<file path="src/pal_pkg.sv">
// Shared types and constants for the positional array list.
`timescale 1ns / 1ps

package pal_pkg;

    localparam int DEPTH   = 64;
    localparam int WORD_W  = 32;
    localparam int POS_W   = 6;
    localparam int CAP_W   = 7;
    localparam int OUTL_W  = 7;
    localparam int LEN_W   = $clog2(DEPTH + 1);
    localparam int CMP_W   = (LEN_W > CAP_W) ? LEN_W : CAP_W;
    localparam int GRP     = 8;
    localparam int NGRP    = (DEPTH + GRP - 1) / GRP;
    localparam int CAP_RST = 64;

    typedef logic [LEN_W-1:0]  t_len;
    typedef logic [WORD_W-1:0] t_word;

    typedef enum logic [1:0] {
        CMD_INSERT = 2'd0,
        CMD_DELETE = 2'd1,
        CMD_GET    = 2'd2,
        CMD_CLEAR  = 2'd3
    } t_cmd;

    typedef enum logic [1:0] {
        ST_OK     = 2'd0,
        ST_FULL   = 2'd1,
        ST_NULL   = 2'd2,
        ST_BADPOS = 2'd3
    } t_status;

    typedef enum logic {
        S_IDLE,
        S_RED
    } t_state;

    // broadcast to every cell
    typedef struct packed {
        logic upd;    // apply cmd to the store
        logic rd_en;  // drive selected entry onto read bus
        t_cmd cmd;
        t_len pos;    // insert position already clamped
    } t_cell_ctl;

endpackage

</file>
<file path="src/pal_cell.sv">
// One storage cell of the list: holds one entry, shifts with its neighbors.
`timescale 1ns / 1ps

module pal_cell
    import pal_pkg::*;
(
    input  logic      i_clk,
    input  t_len      i_idx,
    input  t_cell_ctl i_ctl,
    input  t_word     i_left,
    input  t_word     i_right,
    input  t_word     i_item,
    output t_word     o_word,
    output t_word     o_rd
);

    t_word r_word;
    t_word n_word;

    always_comb begin
        n_word = r_word;
        if (i_ctl.upd) begin
            case (i_ctl.cmd)
                CMD_INSERT: begin
                    if (i_idx > i_ctl.pos) begin
                        n_word = i_left;
                    end else if (i_idx == i_ctl.pos) begin
                        n_word = i_item;
                    end
                end
                CMD_DELETE: begin
                    if (i_idx >= i_ctl.pos) begin
                        n_word = i_right;
                    end
                end
                CMD_CLEAR: n_word = '0;
                default:   n_word = r_word;
            endcase
        end
    end

    always_ff @(posedge i_clk) begin
        r_word <= n_word;
    end

    assign o_word = r_word;
    assign o_rd   = (i_ctl.rd_en && (i_idx == i_ctl.pos)) ? r_word : '0;

endmodule

</file>
<file path="config.mk">
export PLATFORM = sky130hd
export DESIGN_NAME = pal_cell
export DESIGN_NICKNAME = d
export VERILOG_FILES = /design/src/pal_pkg.sv /design/src/pal_cell.sv
export SDC_FILE = /design/constraint.sdc
export NUM_CORES = 1
export LEC_CHECK = 0
export BUFFER_PORTS_ARGS = -buffer_cell sky130_fd_sc_hd__buf_2
export CORE_AREA = 2 2 112 114
export DETAILED_ROUTE_END_ITERATION = 12
export DIE_AREA = 0 0 114 116
export GPL_TIMING_DRIVEN = 0
export SYNTH_ARGS = -nofsm -noshare
export SYNTH_HDL_FRONTEND = slang
export SYNTH_SLANG_ARGS = --single-unit
export TNS_END_PERCENT = 50
</file>
<file path="constraint.sdc">
create_clock -name i_clk -period 4.7 [get_ports i_clk]
set_clock_uncertainty 0.2 [all_clocks]
set_input_delay 0 -clock i_clk [delete_from_list [all_inputs] [get_ports i_clk]]
set_output_delay 0 -clock i_clk [all_outputs]
set_load 0.01 [all_outputs]
</file>
* After elaboration in Yosys (flattened, before gate mapping)
Cells that the tools add are included.
Storage, ports and cells: bits in registers 32, latch bits 0, RAM bits 0, bits in read-only memories 0, bits of input ports 115, output and inout port bits 64, word-level logic and storage cells 17, memories 0
Operators by class: add/sub/neg operators 0, multiply operators 0, div/mod/pow operators 0, $lt $le $gt $ge 2, eq/ne operators 5, shifts and indexed selects 0, multiplexer cells 5, bitwise logic cells 0, reduce and logical (&&, ||, !) cells 4
Operator list (count):
- $mux W32 | 4
- $pmux W32 S3 | 1
- $eq A7 B7 Y1 | 1
- $ge A7 B7 Y1 | 1
- $gt A7 B7 Y1 | 1
- $reduce_and A4 Y1 | 1
- $ne A3 B3 Y1 const B | 1
- $reduce_bool A3 Y1 | 1
- $eq A2 B1 Y1 const B | 1
- $eq A2 B2 Y1 const B | 1
- $logic_not A2 Y1 | 1
- $ne A2 B2 Y1 const B | 1
- $logic_and A1 B1 Y1 | 1

* Depth between registers and ports, before layout
depth in word-level cells 4, gate-level depth with buffers 9, mapped depth without buffers 7

* Worst setup path after synthesis
Ideal clock, no wire load.
kind input to register, start point in i_ctl[1] (netlist name), end point reg r_word[0], in the netlist o_word[0], enable pin, arrival time 2.629 ns, setup slack 1.430 ns, stages on the path 9, cells stage by stage inv_1 ha_1 nor2b_1 o21ai_2 nand2b_1 buf_2 buf_2 o21ai_0 a31oi_1
Between the ends: longest elaborated chain between the ends 3
RTL lines:
- start: declaration | RTL line pal_cell.sv:9 | input t_cell_ctl i_ctl,
- $gt A7 B7 Y1, or another cell as far along | RTL line pal_cell.sv:25 | if (i_idx > i_ctl.pos) begin
- $ne A3 B3 Y1 (no line) / $ne A2 B2 Y1 (equally long branches)
- $reduce_and A4 Y1 (no line) (*)
- end signal: assignment | RTL line pal_cell.sv:43 | r_word <= n_word;
- end: declaration | RTL line pal_cell.sv:17 | t_word r_word;
Mark *: on every way between the ends. The rest lies on a longest branch, timed or not. A chain may end at the register's enable or synchronous reset.

* Worst setup path in the final report
start point in i_idx[6], end point reg r_word[30], in the netlist o_word[30] (data pin)
Between the ends: longest elaborated chain between the ends 3
RTL lines:
- start: declaration | RTL line pal_cell.sv:8 | input t_len i_idx,
- $gt A7 B7 Y1 | RTL line pal_cell.sv:25
- $mux W32 | RTL line pal_cell.sv:25
- $pmux W32 S3 | RTL line pal_cell.sv:23 | case (i_ctl.cmd)
Every way passes these cells.

==> out/results.ini <==
[setup_path]
endpoint_kind = register
start_kind = input port
crit_arrival_ns = 2.25
crit_fanout = 10
cp-startpoint = i_idx[6]
required_ns = 4.52
path_cells = buf_2, ha_1, and4_4, nand2_1, clkbuf_1, and3_1, a31oi_1, a32oi_1, dlygate4sd3_1
slowest_delay_ns = 0.58
slowest_stage = dlygate4sd3_1
timing_worst_setup_path_type = input port to register

[timing]
fin_crit_sh_pct = 51.6
rsz0062_at_grt = no
hold_violations = 0
setup_tns_ns = 0
fin_crit_ns = 2.42
slew-limit-headroom_pct = 55.4
fmax_mhz = 413
worst_slew_pin_slew_ns = 0.669
final-setup-viol-count = 0
slew_violations = 0

[floorplan]
io_pins = 179
initial_core_util_pct = 24.5
die_h_um = 116
die_w_um = 114
rows = 40
die_area_mm2 = 0.0132
core_mm2 = 0.0119

[final_layout]
layout-drive-gt1-share_pct = 38.6
layout_commonest_cell = buf_2
largest_reg_flops = 32
antennaDiodeCount = 0
final_net_count = 692
layout_common_cells = buf_2, and3_1, a32oi_1
syn_to_final_growth_pct = 61.2

[clock_network]
cts_setup_buffers = 0
cts_inserted_buffers = 5
htreeDepth = 2
cts-root-buf = clkbuf_16
hold_buffers = 54
ctsResizeCount = 0
path_clk_slew_ns = 0.06
numClockSinks = 32
clk_path_buf_depth = 2
cts_tree = built

[route]
drc_errors = 0
routed_via_density = 5.62
firstDrtPassIters = 5
routed_wl_um = 13400
detail_route.wl_per_cell_um = 18.7
antenna_left = 0
drtIter0Drc = 310
num_vias = 4030

[global_routing]
groute.usage.overall_pct = 19.3
grt_pass1_wl_um = 19800
grt_max_degree = 19
grt_pass1_vias = 3887
grt.overflow.total = 0
antenna_found_initial = 0

[placement]
dp_hpwl_um = 9510
gp_congestion = 0.762
port_buffers = 177

[pwr]
total_power_mw = 1.09
ir_drop_uv = 126
power_density_mw_per_mm2 = 232
leakage_nw = 2.25

[worst_hold_path]
hold_depth = 3
min_from = i_item[17]
worstHoldEndpoint = o_word[17]
min_path_type = input port to register

[synth]
syn-cell-area_mm2 = 0.00292
synth.avg_cell_area_um2 = 8.82
synth-async-reset-ratio_pct = 0
ys_seq_area_share_pct = 32.9
ys_warn_count = 0
syn_inst = 331
synth_edf_count = 32
ys.flop_type = edfxtp_1
synthesis.nets = 453
synth_seq_cells = 32
ys_types = 22

[job]
cap_violations = 0

[status]
run_status = finished, final reports clean

## per-layer routing
layer	vias up	part of all wire [%]	wire, um	GRT usage (%)
met3	20	6.7	897	2.82
met4	0	1.4	182	7.15
met5	-	0	0	0
met1	1937	43	5730	24.5
met2	239	49	6610	33.4
li1	1834	-	-	-
## worst max-delay path by stage
stage / slack, ns / cells past startpoint / end
CTS: 2.30 / 11 / o_word[28]
finish: 2.28 / 9 / o_word[30]
detailed placement: 2.02 / 11 / o_word[12]
global placement: 0.07 / 7 / o_word[4]
global route: 2.13 / 10 / o_word[3]
floorplan: 1.43 / 9 / o_word[0]
## cell usage after synthesis, types with 2 or more instances
library cell / count / share of area (%)
a32oi_1: 64 / 19
clkbuf_2: 3 / 0.51
a31oi_1: 33 / 7.1
o21ai_2: 2 / 0.60
a21boi_0: 32 / 8.2
clkbuf_1: 9 / 1.2
o21ai_0: 2 / 0.34
a21oi_1: 2 / 0.34
ha_1: 7 / 3.0
nor2b_1: 3 / 0.64
buf_2: 28 / 4.8
inv_1: 8 / 1.0
and3_1: 65 / 14
edfxtp_1: 32 / 33
nand2_1: 34 / 4.4
## power by group
part           total [mW]  switching, mW  internal (mW)
registers           0.379         0.0178          0.361
logic               0.407          0.217          0.191
clock network       0.305          0.116          0.189
total                1.09          0.351          0.741
## metrics by stage
step | setup slack, ns | cell area, um2 | util [%] | cells | hold slack [ns]
floorplan | 1.43 | 2920 | - | 331 | -0.0454
global placement | 0.0691 | 3990 | 33.5 | 655 | 0.167
detailed placement | 2.02 | 4030 | 33.8 | 656 | 0.176
CTS | 2.30 | 4700 | 39.5 | 717 | 0.00148
global route | 2.13 | 4700 | 39.5 | 717 | 0.0302
finish | 2.28 | 4700 | 39.5 | 717 | 0.0144
## worst max-delay path: cells and delay by family
family / cells / cell delay, ns
AOI/OAI and AO/OA: 2 / 0.29
adders and majority gates: 1 / 0.31
buffers and inverters: 3 / 0.96
and+or+nand+nor: 3 / 0.67
## final cells by class
cell class / count / area, um2
Fill cell: 1219 / 7210
Multi-Input combinational cell: 250 / 1750
Timing Repair Buffer: 232 / 1450
Sequential cell: 32 / 961
Buffer: 41 / 196
Tap cell: 147 / 184
Clock buffer: 5 / 125
Inverter: 8 / 30.0
Clock inverter: 2 / 7.51
## logic make-up (layout without fill, tap and decap cells)
| logic type | count (synthesis) | in the layout | synth area share, % |
|---|---|---|---|
| flops | 32 | 32 | 32.9 |
| buf+inv | 49 | 288 | 7.76 |
| fa+ha+maj | 7 | 7 | 3.00 |
| simple gates | 107 | 107 | 20.2 |
| compound gates | 136 | 136 | 36.1 |
No activity file was read; power rests on OpenSTA's default activity.
